## src/design/mped_pkg.sv

```systemverilog
// ----------------------------------------------------------------------------
// mped_pkg
// Shared types and constants for the mouse packet event decoder.
// ----------------------------------------------------------------------------
package mped_pkg;

    localparam int COORD_BITS    = 12;
    localparam int TICK_BITS     = 32;
    localparam int BOUND_BITS    = 13;
    localparam int POS_BITS      = 12;
    localparam int CFG_ADDR_BITS = 3;
    localparam int CFG_DATA_BITS = 32;
    localparam int OUT_DATA_BITS = 48;
    localparam int NUM_SLOTS     = 9;
    localparam int SLOT_IDX_BITS = 4;

    localparam int LIM_W  = (BOUND_BITS > COORD_BITS + 1) ? BOUND_BITS : COORD_BITS + 1;
    localparam int SLOP_W = (BOUND_BITS > COORD_BITS) ? BOUND_BITS : COORD_BITS;

    localparam logic [7:0] SYNC_BIT    = 8'h08;
    localparam logic [7:0] BUTTON_BITS = 8'h07;

    // register indexes on the config port
    localparam logic [CFG_ADDR_BITS-1:0] CFG_WHEEL_ENABLE = 3'd0;
    localparam logic [CFG_ADDR_BITS-1:0] CFG_BOUND_X      = 3'd1;
    localparam logic [CFG_ADDR_BITS-1:0] CFG_BOUND_Y      = 3'd2;
    localparam logic [CFG_ADDR_BITS-1:0] CFG_DBL_WINDOW   = 3'd3;
    localparam logic [CFG_ADDR_BITS-1:0] CFG_DBL_SLOP_X   = 3'd4;
    localparam logic [CFG_ADDR_BITS-1:0] CFG_DBL_SLOP_Y   = 3'd5;

    localparam logic [BOUND_BITS-1:0]    BOUND_X_RESET    = 13'd1024;
    localparam logic [BOUND_BITS-1:0]    BOUND_Y_RESET    = 13'd768;
    localparam logic [CFG_DATA_BITS-1:0] DBL_WINDOW_RESET = 32'd30;
    localparam logic [BOUND_BITS-1:0]    DBL_SLOP_X_RESET = 13'd8;
    localparam logic [BOUND_BITS-1:0]    DBL_SLOP_Y_RESET = 13'd16;

    localparam logic [COORD_BITS-1:0] CURSOR_X_RESET = COORD_BITS'(512);
    localparam logic [COORD_BITS-1:0] CURSOR_Y_RESET = COORD_BITS'(384);

    // event slots, in the order they are delivered
    localparam logic [SLOT_IDX_BITS-1:0] SLOT_PRESS0  = 4'd0;
    localparam logic [SLOT_IDX_BITS-1:0] SLOT_DBL     = 4'd1;
    localparam logic [SLOT_IDX_BITS-1:0] SLOT_REL0    = 4'd2;
    localparam logic [SLOT_IDX_BITS-1:0] SLOT_PRESS1  = 4'd3;
    localparam logic [SLOT_IDX_BITS-1:0] SLOT_REL1    = 4'd4;
    localparam logic [SLOT_IDX_BITS-1:0] SLOT_PRESS2  = 4'd5;
    localparam logic [SLOT_IDX_BITS-1:0] SLOT_REL2    = 4'd6;
    localparam logic [SLOT_IDX_BITS-1:0] SLOT_SCROLL  = 4'd7;
    localparam logic [SLOT_IDX_BITS-1:0] SLOT_MOTION  = 4'd8;

    typedef enum logic [2:0] {
        EV_PRESS   = 3'd0,
        EV_RELEASE = 3'd1,
        EV_DBL     = 3'd2,
        EV_SCROLL  = 3'd3,
        EV_DRAG    = 3'd4,
        EV_MOVE    = 3'd5
    } event_kind_t;

    typedef enum logic [1:0] {
        PH_HEADER = 2'd0,
        PH_X      = 2'd1,
        PH_Y      = 2'd2,
        PH_WHEEL  = 2'd3
    } phase_t;

    typedef struct packed {
        logic                     wheel_enable;
        logic [BOUND_BITS-1:0]    bound_x;
        logic [BOUND_BITS-1:0]    bound_y;
        logic [CFG_DATA_BITS-1:0] dbl_window;
        logic [BOUND_BITS-1:0]    dbl_slop_x;
        logic [BOUND_BITS-1:0]    dbl_slop_y;
    } cfg_t;

    // one decoded packet: pending event slots plus shared payload
    typedef struct packed {
        logic [NUM_SLOTS-1:0] slots;
        logic signed [7:0]    dx;
        logic signed [8:0]    dy;
        logic signed [7:0]    scroll;
        logic [2:0]           buttons;
        logic [POS_BITS-1:0]  pos_x;
        logic [POS_BITS-1:0]  pos_y;
    } pkt_t;

endpackage

```

## src/design/mped_decode.sv

```systemverilog
// ----------------------------------------------------------------------------
// mped_decode
// Packet assembly, cursor update with clamping and double-click detection.
// ----------------------------------------------------------------------------
module mped_decode import mped_pkg::*; (
    input  logic       aclk,
    input  logic       aresetn,
    input  logic       in_acc,
    input  logic       in_func,
    input  logic [7:0] in_byte,
    input  cfg_t       cfg,
    output logic       pkt_load,
    output pkt_t       pkt
);

    phase_t                  phase_reg;
    logic [7:0]              header_reg;
    logic [7:0]              move_x_reg;
    logic [7:0]              move_y_reg;
    logic [2:0]              prior_reg;
    logic [COORD_BITS-1:0]   cursor_x_reg;
    logic [COORD_BITS-1:0]   cursor_y_reg;
    logic [TICK_BITS-1:0]    tick_reg;
    logic [TICK_BITS-1:0]    click_tick_reg;
    logic [COORD_BITS-1:0]   click_x_reg;
    logic [COORD_BITS-1:0]   click_y_reg;

    logic [7:0]              y_byte;
    logic signed [7:0]       dx;
    logic signed [8:0]       dy;
    logic signed [7:0]       scroll;
    logic [2:0]              nb;
    logic [2:0]              pressed;
    logic [2:0]              released;
    logic [COORD_BITS-1:0]   cursor_x_next;
    logic [COORD_BITS-1:0]   cursor_y_next;
    logic [COORD_BITS-1:0]   dist_x;
    logic [COORD_BITS-1:0]   dist_y;
    logic [TICK_BITS-1:0]    elapsed;
    logic                    dbl_hit;
    logic                    complete;

    function automatic logic [COORD_BITS-1:0] clamp_axis(
        input logic [COORD_BITS-1:0] pos,
        input logic signed [8:0]     d,
        input logic [BOUND_BITS-1:0] bound
    );
        logic [LIM_W-1:0]             bw;
        logic [COORD_BITS-1:0]        lim;
        logic signed [COORD_BITS+1:0] p;
        bw = LIM_W'(bound);
        if (bw == '0) begin
            lim = '0;
        end else if (bw > (LIM_W'(1) << COORD_BITS)) begin
            lim = '1;
        end else begin
            lim = COORD_BITS'(bw - LIM_W'(1));
        end
        p = $signed({2'b00, pos}) + (COORD_BITS+2)'(d);
        if (p < 0) begin
            clamp_axis = '0;
        end else if (p > $signed({2'b00, lim})) begin
            clamp_axis = lim;
        end else begin
            clamp_axis = p[COORD_BITS-1:0];
        end
    endfunction

    assign complete = in_acc && !in_func &&
                      ((phase_reg == PH_Y && !cfg.wheel_enable) || phase_reg == PH_WHEEL);

    // y byte arrives with the current transaction when there is no wheel byte
    assign y_byte   = (phase_reg == PH_Y) ? in_byte : move_y_reg;
    assign dx       = $signed(move_x_reg);
    assign dy       = -$signed({y_byte[7], y_byte});
    assign scroll   = (phase_reg == PH_WHEEL && cfg.wheel_enable) ? $signed(in_byte) : 8'sd0;
    assign nb       = header_reg[2:0] & BUTTON_BITS[2:0];
    assign pressed  = nb & ~prior_reg;
    assign released = prior_reg & ~nb;

    assign cursor_x_next = clamp_axis(cursor_x_reg, {dx[7], dx}, cfg.bound_x);
    assign cursor_y_next = clamp_axis(cursor_y_reg, dy, cfg.bound_y);

    assign dist_x  = (cursor_x_next > click_x_reg) ? cursor_x_next - click_x_reg
                                                   : click_x_reg - cursor_x_next;
    assign dist_y  = (cursor_y_next > click_y_reg) ? cursor_y_next - click_y_reg
                                                   : click_y_reg - cursor_y_next;
    assign elapsed = tick_reg - click_tick_reg;

    assign dbl_hit = pressed[0] &&
                     (CFG_DATA_BITS'(elapsed) < cfg.dbl_window) &&
                     (SLOP_W'(dist_x) < SLOP_W'(cfg.dbl_slop_x)) &&
                     (SLOP_W'(dist_y) < SLOP_W'(cfg.dbl_slop_y));

    always_comb begin
        pkt.slots              = '0;
        pkt.slots[SLOT_PRESS0] = pressed[0];
        pkt.slots[SLOT_DBL]    = dbl_hit;
        pkt.slots[SLOT_REL0]   = released[0];
        pkt.slots[SLOT_PRESS1] = pressed[1];
        pkt.slots[SLOT_REL1]   = released[1];
        pkt.slots[SLOT_PRESS2] = pressed[2];
        pkt.slots[SLOT_REL2]   = released[2];
        pkt.slots[SLOT_SCROLL] = (scroll != 8'sd0);
        pkt.slots[SLOT_MOTION] = (dx != 8'sd0) || (dy != 9'sd0);
        pkt.dx                 = dx;
        pkt.dy                 = dy;
        pkt.scroll             = scroll;
        pkt.buttons            = nb;
        pkt.pos_x              = POS_BITS'(cursor_x_next);
        pkt.pos_y              = POS_BITS'(cursor_y_next);
    end

    assign pkt_load = complete;

    always_ff @(posedge aclk) begin
        if (!aresetn) begin
            phase_reg      <= PH_HEADER;
            header_reg     <= '0;
            move_x_reg     <= '0;
            move_y_reg     <= '0;
            prior_reg      <= '0;
            cursor_x_reg   <= CURSOR_X_RESET;
            cursor_y_reg   <= CURSOR_Y_RESET;
            tick_reg       <= '0;
            click_tick_reg <= '0;
            click_x_reg    <= '0;
            click_y_reg    <= '0;
        end else if (in_acc) begin
            if (in_func) begin
                tick_reg <= tick_reg + TICK_BITS'(1);
            end else begin
                unique case (phase_reg)
                    PH_HEADER: begin
                        // drop bytes without the sync bit to regain alignment
                        if ((in_byte & SYNC_BIT) != 8'h00) begin
                            header_reg <= in_byte;
                            phase_reg  <= PH_X;
                        end
                    end
                    PH_X: begin
                        move_x_reg <= in_byte;
                        phase_reg  <= PH_Y;
                    end
                    PH_Y: begin
                        move_y_reg <= in_byte;
                        phase_reg  <= cfg.wheel_enable ? PH_WHEEL : PH_HEADER;
                    end
                    PH_WHEEL: begin
                        phase_reg <= PH_HEADER;
                    end
                endcase
                if (complete) begin
                    cursor_x_reg <= cursor_x_next;
                    cursor_y_reg <= cursor_y_next;
                    prior_reg    <= nb;
                    if (pressed[0]) begin
                        if (dbl_hit) begin
                            click_tick_reg <= '0;
                        end else begin
                            click_tick_reg <= tick_reg;
                            click_x_reg    <= cursor_x_next;
                            click_y_reg    <= cursor_y_next;
                        end
                    end
                end
            end
        end
    end

endmodule

```

## src/design/mouse_packet_event_decoder_core.sv

```systemverilog
// ----------------------------------------------------------------------------
// mouse_packet_event_decoder_core
// Mouse byte stream to press, release, double-click, scroll and motion events.
// ----------------------------------------------------------------------------
// m_tvalid rises with a packet's first event after the transaction with its last
// byte fills the pending-event register and then the output register. Events go
// out at one per cycle unless the output stalls; the input is held until the
// last pending event is loaded. Reset is synchronous on aresetn and returns
// parser, cursor, click history and config registers to defaults.
module mouse_packet_event_decoder_core import mped_pkg::*; (
    input  logic                     aclk,
    input  logic                     aresetn,
    input  logic                     s_tvalid,
    output logic                     s_tready,
    input  logic [7:0]               s_tdata,   // data_byte
    input  logic [0:0]               s_tuser,   // func
    output logic                     m_tvalid,
    input  logic                     m_tready,
    // button_mask, pos_x, pos_y, delta_x, delta_y, buttons_now, zero pad
    output logic [OUT_DATA_BITS-1:0] m_tdata,
    output logic [2:0]               m_tuser,   // event_kind
    output logic                     m_tlast,   // last_of_run
    input  logic                     cfg_we,
    input  logic [CFG_ADDR_BITS-1:0] cfg_addr,
    input  logic [CFG_DATA_BITS-1:0] cfg_wdata
);

    cfg_t                     cfg_reg;
    logic [NUM_SLOTS-1:0]     slot_reg;
    pkt_t                     pkt_reg;
    logic                     m_tvalid_reg;
    logic [OUT_DATA_BITS-1:0] m_tdata_reg;
    event_kind_t              m_kind_reg;
    logic                     m_tlast_reg;

    logic                     s_acc;
    logic                     pkt_load;
    pkt_t                     pkt_new;
    logic                     load_out;
    logic [SLOT_IDX_BITS-1:0] slot_idx;
    logic [NUM_SLOTS-1:0]     slot_next;
    event_kind_t              ev_kind;
    logic [2:0]               ev_mask;
    logic signed [7:0]        ev_dx;
    logic signed [8:0]        ev_dy;
    logic [2:0]               ev_btn;

    mped_decode u_decode (
        .aclk     (aclk),
        .aresetn  (aresetn),
        .in_acc   (s_acc),
        .in_func  (s_tuser[0]),
        .in_byte  (s_tdata),
        .cfg      (cfg_reg),
        .pkt_load (pkt_load),
        .pkt      (pkt_new)
    );

    // config registers
    always_ff @(posedge aclk) begin
        if (!aresetn) begin
            cfg_reg.wheel_enable <= 1'b0;
            cfg_reg.bound_x      <= BOUND_X_RESET;
            cfg_reg.bound_y      <= BOUND_Y_RESET;
            cfg_reg.dbl_window   <= DBL_WINDOW_RESET;
            cfg_reg.dbl_slop_x   <= DBL_SLOP_X_RESET;
            cfg_reg.dbl_slop_y   <= DBL_SLOP_Y_RESET;
        end else if (cfg_we) begin
            unique case (cfg_addr)
                CFG_WHEEL_ENABLE: cfg_reg.wheel_enable <= cfg_wdata[0];
                CFG_BOUND_X:      cfg_reg.bound_x      <= cfg_wdata[BOUND_BITS-1:0];
                CFG_BOUND_Y:      cfg_reg.bound_y      <= cfg_wdata[BOUND_BITS-1:0];
                CFG_DBL_WINDOW:   cfg_reg.dbl_window   <= cfg_wdata;
                CFG_DBL_SLOP_X:   cfg_reg.dbl_slop_x   <= cfg_wdata[BOUND_BITS-1:0];
                CFG_DBL_SLOP_Y:   cfg_reg.dbl_slop_y   <= cfg_wdata[BOUND_BITS-1:0];
                default: ;
            endcase
        end
    end

    // lowest pending slot goes out first
    always_comb begin
        slot_idx = '0;
        for (int i = NUM_SLOTS - 1; i >= 0; i--) begin
            if (slot_reg[i]) begin
                slot_idx = SLOT_IDX_BITS'(i);
            end
        end
    end

    always_comb begin
        slot_next           = slot_reg;
        slot_next[slot_idx] = 1'b0;
    end

    assign load_out = (slot_reg != '0) && (!m_tvalid_reg || m_tready);
    assign s_tready = (slot_reg == '0) || (load_out && slot_next == '0);
    assign s_acc    = s_tvalid && s_tready;

    always_comb begin
        ev_kind = EV_MOVE;
        ev_mask = 3'b000;
        ev_dx   = pkt_reg.dx;
        ev_dy   = pkt_reg.dy;
        ev_btn  = pkt_reg.buttons;
        unique case (slot_idx)
            SLOT_PRESS0: begin
                ev_kind = EV_PRESS;
                ev_mask = 3'b001;
            end
            SLOT_DBL: begin
                ev_kind = EV_DBL;
                ev_mask = 3'b001;
                ev_dx   = 8'sd0;
                ev_dy   = 9'sd0;
            end
            SLOT_REL0: begin
                ev_kind = EV_RELEASE;
                ev_mask = 3'b001;
            end
            SLOT_PRESS1: begin
                ev_kind = EV_PRESS;
                ev_mask = 3'b010;
            end
            SLOT_REL1: begin
                ev_kind = EV_RELEASE;
                ev_mask = 3'b010;
            end
            SLOT_PRESS2: begin
                ev_kind = EV_PRESS;
                ev_mask = 3'b100;
            end
            SLOT_REL2: begin
                ev_kind = EV_RELEASE;
                ev_mask = 3'b100;
            end
            SLOT_SCROLL: begin
                ev_kind = EV_SCROLL;
                ev_dx   = 8'sd0;
                ev_dy   = 9'(pkt_reg.scroll);
            end
            SLOT_MOTION: begin
                if (pkt_reg.buttons != 3'b000) begin
                    ev_kind = EV_DRAG;
                    ev_mask = pkt_reg.buttons;
                end else begin
                    ev_kind = EV_MOVE;
                    ev_btn  = 3'b000;
                end
            end
            default: ;
        endcase
    end

    // pending-event register
    always_ff @(posedge aclk) begin
        if (!aresetn) begin
            slot_reg <= '0;
        end else if (s_acc && pkt_load) begin
            slot_reg <= pkt_new.slots;
        end else if (load_out) begin
            slot_reg <= slot_next;
        end
    end

    always_ff @(posedge aclk) begin
        if (s_acc && pkt_load) begin
            pkt_reg <= pkt_new;
        end
    end

    // output register
    always_ff @(posedge aclk) begin
        if (!aresetn) begin
            m_tvalid_reg <= 1'b0;
        end else if (load_out) begin
            m_tvalid_reg <= 1'b1;
        end else if (m_tready) begin
            m_tvalid_reg <= 1'b0;
        end
    end

    always_ff @(posedge aclk) begin
        if (load_out) begin
            m_tdata_reg <= {1'b0, ev_btn, ev_dy, ev_dx, pkt_reg.pos_y, pkt_reg.pos_x, ev_mask};
            m_kind_reg  <= ev_kind;
            m_tlast_reg <= (slot_next == '0);
        end
    end

    assign m_tvalid = m_tvalid_reg;
    assign m_tdata  = m_tdata_reg;
    assign m_tuser  = m_kind_reg;
    assign m_tlast  = m_tlast_reg;

`ifndef SYNTH
    // a packet never schedules more than six events
    a_slot_count: assert property (@(posedge aclk) disable iff (!aresetn)
        $countones(slot_reg) <= 6)
        else $error("too many pending events");

    // a stalled output must not consume pending events
    a_stall_hold: assert property (@(posedge aclk) disable iff (!aresetn)
        m_tvalid && !m_tready && slot_reg != '0 |=> $stable(slot_reg))
        else $error("pending events changed during output stall");

    // with nothing pending the input side is open
    a_ready_idle: assert property (@(posedge aclk) disable iff (!aresetn)
        slot_reg == '0 |-> s_tready)
        else $error("input blocked with no pending events");

    // move events carry no button state
    a_move_clean: assert property (@(posedge aclk) disable iff (!aresetn)
        m_tvalid && m_tuser == EV_MOVE |-> m_tdata[46:44] == 3'b000 && m_tdata[2:0] == 3'b000)
        else $error("move event with button bits");
`endif

endmodule
```

## config.mk

```make
export PLATFORM = sky130hd
export DESIGN_NAME = mouse_packet_event_decoder_core
export DESIGN_NICKNAME = d
export VERILOG_FILES = /design/src/design/mped_pkg.sv /design/src/design/mped_decode.sv /design/src/design/mouse_packet_event_decoder_core.sv
export SDC_FILE = /design/constraint.sdc
export NUM_CORES = 1
export LEC_CHECK = 0
export BUFFER_PORTS_ARGS = -buffer_cell sky130_fd_sc_hd__buf_2
export CAP_MARGIN = 5
export CORE_ASPECT_RATIO = 0.7
export CORE_MARGIN = 4
export CORE_UTILIZATION = 58
export CTS_BUF_LIST = sky130_fd_sc_hd__clkbuf_8
export DETAILED_ROUTE_END_ITERATION = 7
export PLACE_DENSITY = 0.77
export SLEW_MARGIN = 5
export SYNTH_ARGS = -nofsm -noshare
export SYNTH_HDL_FRONTEND = slang
export SYNTH_SLANG_ARGS = --single-unit
```

## constraint.sdc

```tcl
create_clock -name aclk -period 9.1 [get_ports aclk]
set_input_delay 0.91 -clock aclk [delete_from_list [all_inputs] [get_ports aclk]]
set_output_delay 0.91 -clock aclk [all_outputs]
set_load 0.005 [all_outputs]
```

Word-level counts from Yosys, hierarchy flattened
Index checks and enable logic that the tools add are counted.
{"block": "totals", "rom_bits": 0, "word_cells": 168, "latch_bits": 0, "out_inout_bits": 54, "reg_bits": 334, "ramBits": 0, "memories": 0}
{"block": "op_classes", "addsub": 11, "order_cmp": 13, "shift": 0, "div_mod_pow": 0, "n_bitwise": 8, "eq_ne": 17, "n_mux": 37, "reduce_logical": 53, "multipliers": 0}
{"operator": "12-bit two-way mux", "n": 10}
{"operator": "12-bit subtractor", "n": 4}
{"operator": "4-bit two-way mux", "n": 9}
{"operator": "32-bit by 1-bit adder with 32-bit output, second input constant", "n": 1}
{"operator": "32-bit < comparator", "n": 1}
{"operator": "32-bit two-way mux", "n": 1}
{"operator": "32-bit subtractor", "n": 1}
{"operator": "14-bit by 13-bit > comparator with 1-bit output", "n": 2}
{"operator": "14-bit by 1-bit < comparator with 1-bit output, second input constant", "n": 2}
{"operator": "13-bit > comparator, second input constant", "n": 2}
{"operator": "13-bit logical NOT", "n": 2}
{"operator": "12-bit by 13-bit < comparator with 1-bit output", "n": 2}
{"operator": "12-bit > comparator", "n": 2}
{"operator": "12-bit by 1-bit subtractor with 12-bit output, second input constant", "n": 2}
{"operator": "9-bit logical NOT", "n": 2}
{"operator": "9-bit two-way mux", "n": 2}
{"operator": "9-bit one-hot mux with 2 select lines", "n": 1}
{"operator": "9-bit nonzero test", "n": 2}
{"operator": "4-bit by 3-bit equality test with 1-bit output, second input constant", "n": 4}
{"operator": "8-bit two-way mux", "n": 2}
{"operator": "2-bit AND reduction", "n": 8}
{"operator": "8-bit nonzero test", "n": 2}
{"operator": "3-bit one-hot mux with 5 select lines", "n": 1}
{"operator": "13-bit by 8-bit adder with 14-bit output", "n": 1}
{"operator": "other kinds (37)", "n": 73}

Logic depth before layout (Yosys ltp)
Gate-level depths: netlist (run 1).
{"block": "logic_depth", "word_depth": 23, "mapped_depth": 50, "ltp_nobuf": 44}

Cells and area by module
Synthesis (run 1) repeated with hierarchy kept, for this count alone.
{"block": "unflattened", "cells_unflattened": 2405, "hier_area_um2": 20926.3}
{"mod": "mped_decode", "area_each_um2": 13723.2, "cells_each": 1794, "seq_area_each_um2": 2722.6, "n_inst": 1}
{"mod": "mouse_packet_event_decoder_core", "area_each_um2": 7203.2, "cells_each": 611, "seq_area_each_um2": 4994.8, "n_inst": 1}

Worst setup path after synthesis (run 1)
OpenSTA, ideal clock, no wires.
{"block": "synth_path", "path_kind": "register -> register", "start": "register u_decode.phase_reg[0]", "end": "register u_decode.click_x_reg[10]", "setup_time_ns": 0.059, "stages_incl_launch_ff": 49, "arrival_ns": 9.672, "path_slack_ns": -0.631, "path_buffers": 8, "cell_sequence": "dfxtp_1 buf_2 nand2b_1 buf_4 buf_2 mux2i_1 ha_1 nand2_2 nor2_1 xnor2_1 mux2_2 ha_1 a21oi_1 o21ai_0 o31ai_1 xnor2_1 ha_1 a21o_1 [... 13 more ...] a211o_1 a2111oi_0 nor2_1 buf_2 o211ai_1 nand3_1 xor2_1 ha_1 and4b_1 a221oi_1 o2111ai_1 nor4_1 nor4bb_1 nor2_1 buf_4 nor2b_1 buf_2 a22o_1"}
{"element": "from (decl)", "line_no": "mped_decode.sv:16", "rtl": "phase_t phase_reg;"}
{"element": "from (signal assigned)", "line_no": "mped_decode.sv:147", "rtl": "phase_reg <= cfg.wheel_enable ? PH_WHEEL : PH_HEADER;"}
{"element": "to (signal assigned)", "line_no": "mped_decode.sv:162", "rtl": "click_x_reg <= cursor_x_next;"}
{"element": "to (decl)", "line_no": "mped_decode.sv:25", "rtl": "logic [COORD_BITS-1:0] click_x_reg;"}

==> results of run 1 <==
per-stage QoR:
step	setup WS, ps	cells	utilization	TNS, ps	cell area, µm²
after floorplan	6.23	2269	-	0	20500
after global placement	-361	2887	0.642	-17360	22300
after detailed placement	-596	2887	0.642	-29490	22300
after CTS	3.83	2989	0.677	0	23500
after global routing	-480	2998	0.693	-24180	24100
final	33.1	2998	0.693	0	24100
critical path, delay by kind of cell, from the launching register on:
kind                     cells  cell delay [ps]
AND/OR/NAND/NOR             11             1660
multiplexers                 4             1160
buffers and inverters        8             1130
XOR/XNOR                     3              490
flip-flops                   1              330
AO/OA/AOI/OAI               11             2730
adder cells (fa/ha/maj)      5             1410
metal layers:
metal  GRT usage  part of all wire
met1       0.425              0.48
met2       0.421              0.42
met3      0.0747             0.087
met4      0.0663             0.016
met5           0                 0
worst paths after layout:
| path | slack (ps) | end |
|---|---|---|
| hold / removal | 410 | m_tdata[19] |
| setup / recovery | 30 | u_decode.click_tick_reg[29] |
| hold reg to reg | 410 | m_tdata[19] |
| setup reg to reg | 30 | u_decode.click_tick_reg[29] |
cell type report:
type	count	area, µm²	share of cell area
tap	472	591	0.0245
clock inverter	38	246	0.0102
timing repair buffer	256	1730	0.0720
clock buffer	58	798	0.0332
sequential	334	7720	0.321
multi-input combinational	1676	12400	0.514
inverter	164	616	0.0256
cells by family after synthesis:
group / count (synthesis) / share of synthesized area
flip-flops: 334 / 0.378
adder cells (fa/ha/maj): 197 / 0.123
XOR/XNOR: 109 / 0.0471
AO/OA/AOI/OAI: 575 / 0.194
AND/OR/NAND/NOR: 740 / 0.181
buffers and inverters: 259 / 0.0493
other: 1 / 0.000184
multiplexers: 54 / 0.0278
synthesized netlist by cell type, drive strengths merged (29+ instances only):
library cell	n	share of area
nor3	29	0.0071
nand4	29	0.0089
nor2	103	0.019
nand2	273	0.050
nor2b	74	0.023
nand3	48	0.012
mux2i	46	0.023
a22oi	37	0.014
a21o	46	0.017
ha	188	0.12
xnor2	62	0.027
edfxtp	103	0.15
o21ai	91	0.022
and2	48	0.015
dfxtp	231	0.23
a21oi	113	0.028
a21boi	103	0.038
xor2	47	0.020
nand2b	30	0.0092
inv	164	0.030
clkbuf	76	0.014
repair_timing:
action                     in CTS  in global routing
buffers inserted                6                 10
setup endpoints to repair      57                 57
pin swaps                       7                 39
resized for setup              21                100
power by group:
group	leakage (nW)	switching, mW	internal (mW)
combinational	6.43	1.22	1.06
clock	0.593	0.624	0.673
sequential	2.81	0.0166	1.56
==> results by group, run 1 <==
STA
  – Minimum hold slack: 413 ps
  – Largest clock skew in the final design: 23.2 ps
  – Final setup violation count: 0
  – Post-route minimum period: 9070 ps
  – Worst Max-Slew Pin Slew: 1170 ps
  – Max-slew violation total from the final report: 0
  – Headroom to the max-slew limit: 0.222
  – Unrepaired setup endpoints after global routing: true
  – Share of the cycle needed by the critical path after routing: 0.996
  – Fmax: 0.110 GHz
  – Count of final hold-check violations: 0

Cells and area
  – Most common cell after layout, fill and taps aside: nand2_1
  – Flip-flop count of the largest register after layout: 85
  – Top library cells by usage in the layout, fill and taps aside: nand2_1 (270), dfxtp_1 (230), inv_1 (178)
  – Area grow syn2layout: 17.9%
  – Number of fillers in the final layout: 2,729
  – Share of final-layout standard cells stronger than drive strength 1: 0.183
  – Layout Nets: 2,728
  – N_diodes: 0

Placement
  – HPWL reported at the end of detailed placement: 42,200 µm
  – I/O Buffers: 101
  – Global placer's final weighted congestion: 0.969

Critical path
  – Endpoint required time on the critical path: 9590 ps
  – WS Path Type: reg -> reg
  – Critical Path End Type: register
  – Cell type with the highest occurrence count on the critical path: buf_4
  – Data arrival time of the worst path: 9560 ps
  – Critical path launch point: u_decode.phase_reg[0]
  – Reg2reg path depth: 42
  – Critical Path Slowest Stage Cell: a2111oi_0
  – Launch point of the worst reg-to-reg path: u_decode.phase_reg[0]
  – Max FO, Critical Path: 12
  – Critical path's largest stage delay: 440 ps
  – Crit start category: register

Floorplanning
  – Area of the core: 34,700 µm²
  – Num rows: 57
  – Floorplan die area: 38,300 µm²
  – IO Count: 103
  – Die X: 232 µm
  – Die height: 165 µm
  – Starting Density: 0.588

Detailed routing
  – Average wire per standard cell: 18.9 µm
  – Number of antenna-violating nets in the routed design: 0
  – Number of vias per cell after detailed routing: 5.84
  – Routed via count: 17,500
  – Length of the first detailed-routing pass in iterations: 5
  – Violation count after the first detailed-routing iteration: 1,503
  – DRC violation count after routing: 0
  – Routed wire length: 56,500 µm

Worst hold path
  – Depth of the worst hold-timing path: 0
  – Hold_sp: pkt_reg[4]
  – Worst min-delay path category: reg -> reg

GRT
  – GRT Util Overall: 0.287
  – Maximum number of pins on one net before global-route repair: 104
  – Overflow after GRT: 0
  – Initial antenna violation count: 1
  – First-pass GRT wire length: 88,200 µm
  – Vias in the first global route: 16,400

Clock network
  – Reg clk slew, reported paths: 70 ps
  – Clock tree from TritonCTS: built
  – Clock Sinks: 334
  – Clk_lat worst skew: 620 ps
  – Clock buffer depth: 3
  – H-tree lvl count: 2
  – Cts-stage hold buffer count: 0
  – Number of buffers created by CTS: 52
  – Clock root buffer master: clkbuf_8

Power and ir drop
  – Leakage power: 9.84 nW
  – VDD IR max: 173 µV
  – Final total power: 5.15 mW
  – Power density normalized to cell area: 214 nW/µm²

Logic synthesis
  – Portion of the post-synthesis area used by sequential elements: 0.378
  – Number of synthesized flops with an enable pin: 103
  – Mapped Cells: 2,269
  – Count of state elements after synthesis: 334
  – Mapped Area: 20,400 µm²
  – Synth cell types: 82
  – Total nets after synthesis: 2,513
  – Post-Synthesis Mean Instance Area: 9.00 µm²
  – Top flip-flop cell by instance count after synthesis: dfxtp_1
  – Total number of yosys warnings: 0
  – Post-synthesis async set-or-reset flop share: 0

Job
  – Max cap viols: 0

Status
  – Status: finished clean
Power figures use the tool's default switching activity.
==> run 2, diff against run 1 <==
==> constraint.sdc (replaced) <==
create_clock -name aclk -period 9.1 [get_ports aclk]
set_input_delay 1.365 -clock aclk [delete_from_list [all_inputs] [get_ports aclk]]
set_output_delay 1.365 -clock aclk [all_outputs]
set_load 0.005 [all_outputs]
==> results by group, run 2 (synthesized netlist as in run 1, its figures left out) <==
Detailed routing
  – Violation count after the first detailed-routing iteration: 1,470 (was 1,503)
  – Average wire per standard cell: 18.7 µm (was 18.9 µm)
  – DRC violation count after routing: 0 (unchanged)
  – Number of vias per cell after detailed routing: 5.80 (was 5.84)
  – Number of antenna-violating nets in the routed design: 0 (unchanged)
  – Routed wire length: 56,700 µm (was 56,500 µm)
  – Routed via count: 17,600 (was 17,500)
  – Length of the first detailed-routing pass in iterations: 5 (unchanged)

STA
  – Largest clock skew in the final design: 26.7 ps (was 23.2 ps)
  – Worst Max-Slew Pin Slew: 1130 ps (was 1170 ps)
  – Count of final hold-check violations: 0 (unchanged)
  – Max-slew violation total from the final report: 0 (unchanged)
  – Post-route minimum period: 9050 ps (was 9070 ps)
  – Final setup violation count: 0 (unchanged)
  – Headroom to the max-slew limit: 0.243 (was 0.222)
  – Fmax: 0.110 GHz (about the same)
  – Final total negative setup slack: 0 ps (unchanged)
  – Share of the cycle needed by the critical path after routing: 0.995 (was 0.996)
  – Unrepaired setup endpoints after global routing: true (unchanged)

Critical path
  – WS Path Type: in -> reg (was reg -> reg)
  – Launch point of the worst reg-to-reg path: u_decode.phase_reg[0] (unchanged)
  – Endpoint of the lowest-slack register-to-register path: u_decode.click_y_reg[11] (was u_decode.click_tick_reg[29])
  – Critical path's largest stage delay: 480 ps (was 440 ps)
  – Data arrival time of the worst path: 9590 ps (was 9560 ps)
  – Max FO, Critical Path: 12 (unchanged)
  – Crit start category: input port (was register)
  – Critical Path End Type: register (unchanged)
  – Reg2reg path depth: 42 (unchanged)
  – Critical Path Slowest Stage Cell: fa_1 (was a2111oi_0)
  – Worst R2R Setup Slack: 120 ps (was 30 ps)
  – Endpoint required time on the critical path: 9640 ps (was 9590 ps)
  – Cell type with the highest occurrence count on the critical path: a21o_1 (was buf_4)

Power and ir drop
  – Power density normalized to cell area: 218 nW/µm² (was 214 nW/µm²)
  – VDD IR max: 195 µV (was 173 µV)
  – Leakage power: 10.1 nW (was 9.84 nW)

GRT
  – Vias in the first global route: 16,600 (was 16,400)
  – Fraction of met3 tracks used by global routing: 0.0619 (was 0.0747)
  – Overflow after GRT: 0 (unchanged)
  – Maximum number of pins on one net before global-route repair: 115 (was 104)
  – Initial antenna violation count: 3 (was 1)
  – GRT Util Overall: 0.288 (was 0.287)
  – First-pass GRT wire length: 88,600 µm (was 88,200 µm)
  – Global route hottest layer: met2 (was met1)
  – Met1 layer usage reported by global route: 0.426 (was 0.425)
  – Met2 layer usage reported by global route: 0.428 (was 0.421)

Cells and area
  – Area grow syn2layout: 19.6% (was 17.9%)
  – Share of final-layout standard cells stronger than drive strength 1: 0.194 (was 0.183)
  – Top library cells by usage in the layout, fill and taps aside: nand2_1 (269), dfxtp_1 (231), ha_1 (183) (was nand2_1 (270), dfxtp_1 (230), inv_1 (178))
  – Sequential Area: 7720 µm² (about the same)
  – Most common cell after layout, fill and taps aside: nand2_1 (unchanged)
  – Post-route non-filler standard cell count: 3,033 (was 2,998)
  – Number of fillers in the final layout: 2,701 (was 2,729)
  – Flip-flop count of the largest register after layout: 85 (unchanged)
  – Total area of multi-input combinational cells: 12,300 µm² (was 12,400 µm²)
  – Layout Nets: 2,758 (was 2,728)
  – Final cell area excluding filler cells: 24,400 µm² (was 24,100 µm²)

Clock network
  – Clock tree from TritonCTS: built (unchanged)
  – Number of buffers created by CTS: 53 (was 52)
  – Reg clk slew, reported paths: 60 ps (was 70 ps)
  – Clock buffer depth: 3 (unchanged)
  – Clock root buffer master: clkbuf_8 (unchanged)
  – H-tree lvl count: 2 (unchanged)
  – Clk_lat worst skew: 630 ps (was 620 ps)
  – Cts-stage hold buffer count: 0 (unchanged)
  – Clock Sinks: 334 (unchanged)

Worst hold path
  – Min-Delay Endpoint: m_tdata[15] (was m_tdata[19])
  – Worst min-delay path category: reg -> reg (unchanged)
  – Hold_sp: pkt_reg[0] (was pkt_reg[4])
  – Depth of the worst hold-timing path: 0 (unchanged)

Placement
  – HPWL reported at the end of detailed placement: 41,800 µm (was 42,200 µm)
  – Placed cell count: 2,908 (was 2,887)
  – Global placer's final weighted congestion: 0.948 (was 0.969)
  – Placed cell areas: 22,600 µm² (was 22,300 µm²)
  – I/O Buffers: 101 (unchanged)

Floorplanning
  – Starting Density: 0.588 (unchanged)
  – Die X: 232 µm (unchanged)
  – Floorplan die area: 38,300 µm² (unchanged)
  – Num rows: 57 (unchanged)
  – Area of the core: 34,700 µm² (unchanged)
  – Die height: 165 µm (unchanged)
  – IO Count: 103 (unchanged)

Job
  – Max cap viols: 0 (unchanged)

Status
  – Status: finished clean (unchanged)
==> run 2: cell count changes in the layout (fill, tap and decap cells not counted), moves of 4 or more <==
cell / previous run / this run
buf_4: 146 / 174
ha_4: 9 / 4
a22oi_1: 14 / 8
a22oi_2: 23 / 29
clkinv_1: 10 / 0
inv_1: 178 / 182
ha_1: 175 / 183
o2bb2ai_1: 16 / 10
o21ai_1: 4 / 8
o2bb2ai_2: 0 / 6
==> run 2: per-layer routing <==
metal	vias up	routed length, µm
li1	8540	-
met1	8412	27200
met2	573	23900
met3	70	4550
met4	0	1020
met5	-	0
==> run 2: how the worst max path moves through the flow <==
stage	from	end	slack (ps)	cells past startpoint
after floorplan	s_tdata[0]	u_decode.click_x_reg[10]	-50	44
after global placement	s_tdata[0]	u_decode.click_y_reg[11]	-610	45
after detailed placement	s_tdata[0]	u_decode.click_x_reg[6]	-890	44
after CTS	s_tdata[0]	u_decode.click_x_reg[6]	20	41
after global routing	s_tdata[1]	u_decode.click_y_reg[11]	-440	45
final	s_tdata[1]	u_decode.click_y_reg[11]	50	41
==> run 2: power by group <==
part | leakage, nW | internal [mW] | total (mW) | switching (mW)
clock | 0.660 | 0.772 | 1.41 | 0.639
combinational | 6.61 | 1.12 | 2.33 | 1.22
sequential | 2.81 | 1.56 | 1.58 | 0.0160
total | 10.1 | 3.45 | 5.33 | 1.87
==> run 2: final cells by class <==
| type | instances | share of cell area |
|---|---|---|
| inverters | 164 | 0.0252 |
| flip-flops and latches | 334 | 0.316 |
| multi-input cells | 1676 | 0.505 |
| clock buffers | 59 | 0.0332 |
| well taps | 472 | 0.0242 |
| diodes | 3 | 0.000307 |
| clock inverters | 40 | 0.0141 |
| repair buffers | 285 | 0.0825 |
==> run 2: worst max-delay path, delay by kind of cell <==
| family | cells | cell delay (ps) |
|---|---|---|
| AO/OA/AOI/OAI | 15 | 2760 |
| adder cells (fa/ha/maj) | 4 | 1470 |
| AND/OR/NAND/NOR | 12 | 2140 |
| XOR/XNOR | 3 | 650 |
| multiplexers | 2 | 460 |
| buffers and inverters | 5 | 710 |
==> run 2: what timing repair did <==
item / in CTS / in global routing
setup buffers: 1 / 20
pin swaps: 2 / 26
endpoints found under the setup margin: 57 / 57
gates resized for setup: 15 / 83
cloned: 0 / 2
==> run 2: through the flow <==
step | power [mW] | util | hold WS [ps] | worst slack (ps)
finish | 5.33 | 0.703 | 419 | 47.5
global route | 5.63 | 0.703 | 426 | -438
CTS | 5.20 | 0.686 | 420 | 16.5
detailed placement | 3.76 | 0.650 | 406 | -889
global placement | 3.72 | 0.650 | 402 | -614
floorplan | 2.91 | - | 400 | -48.3
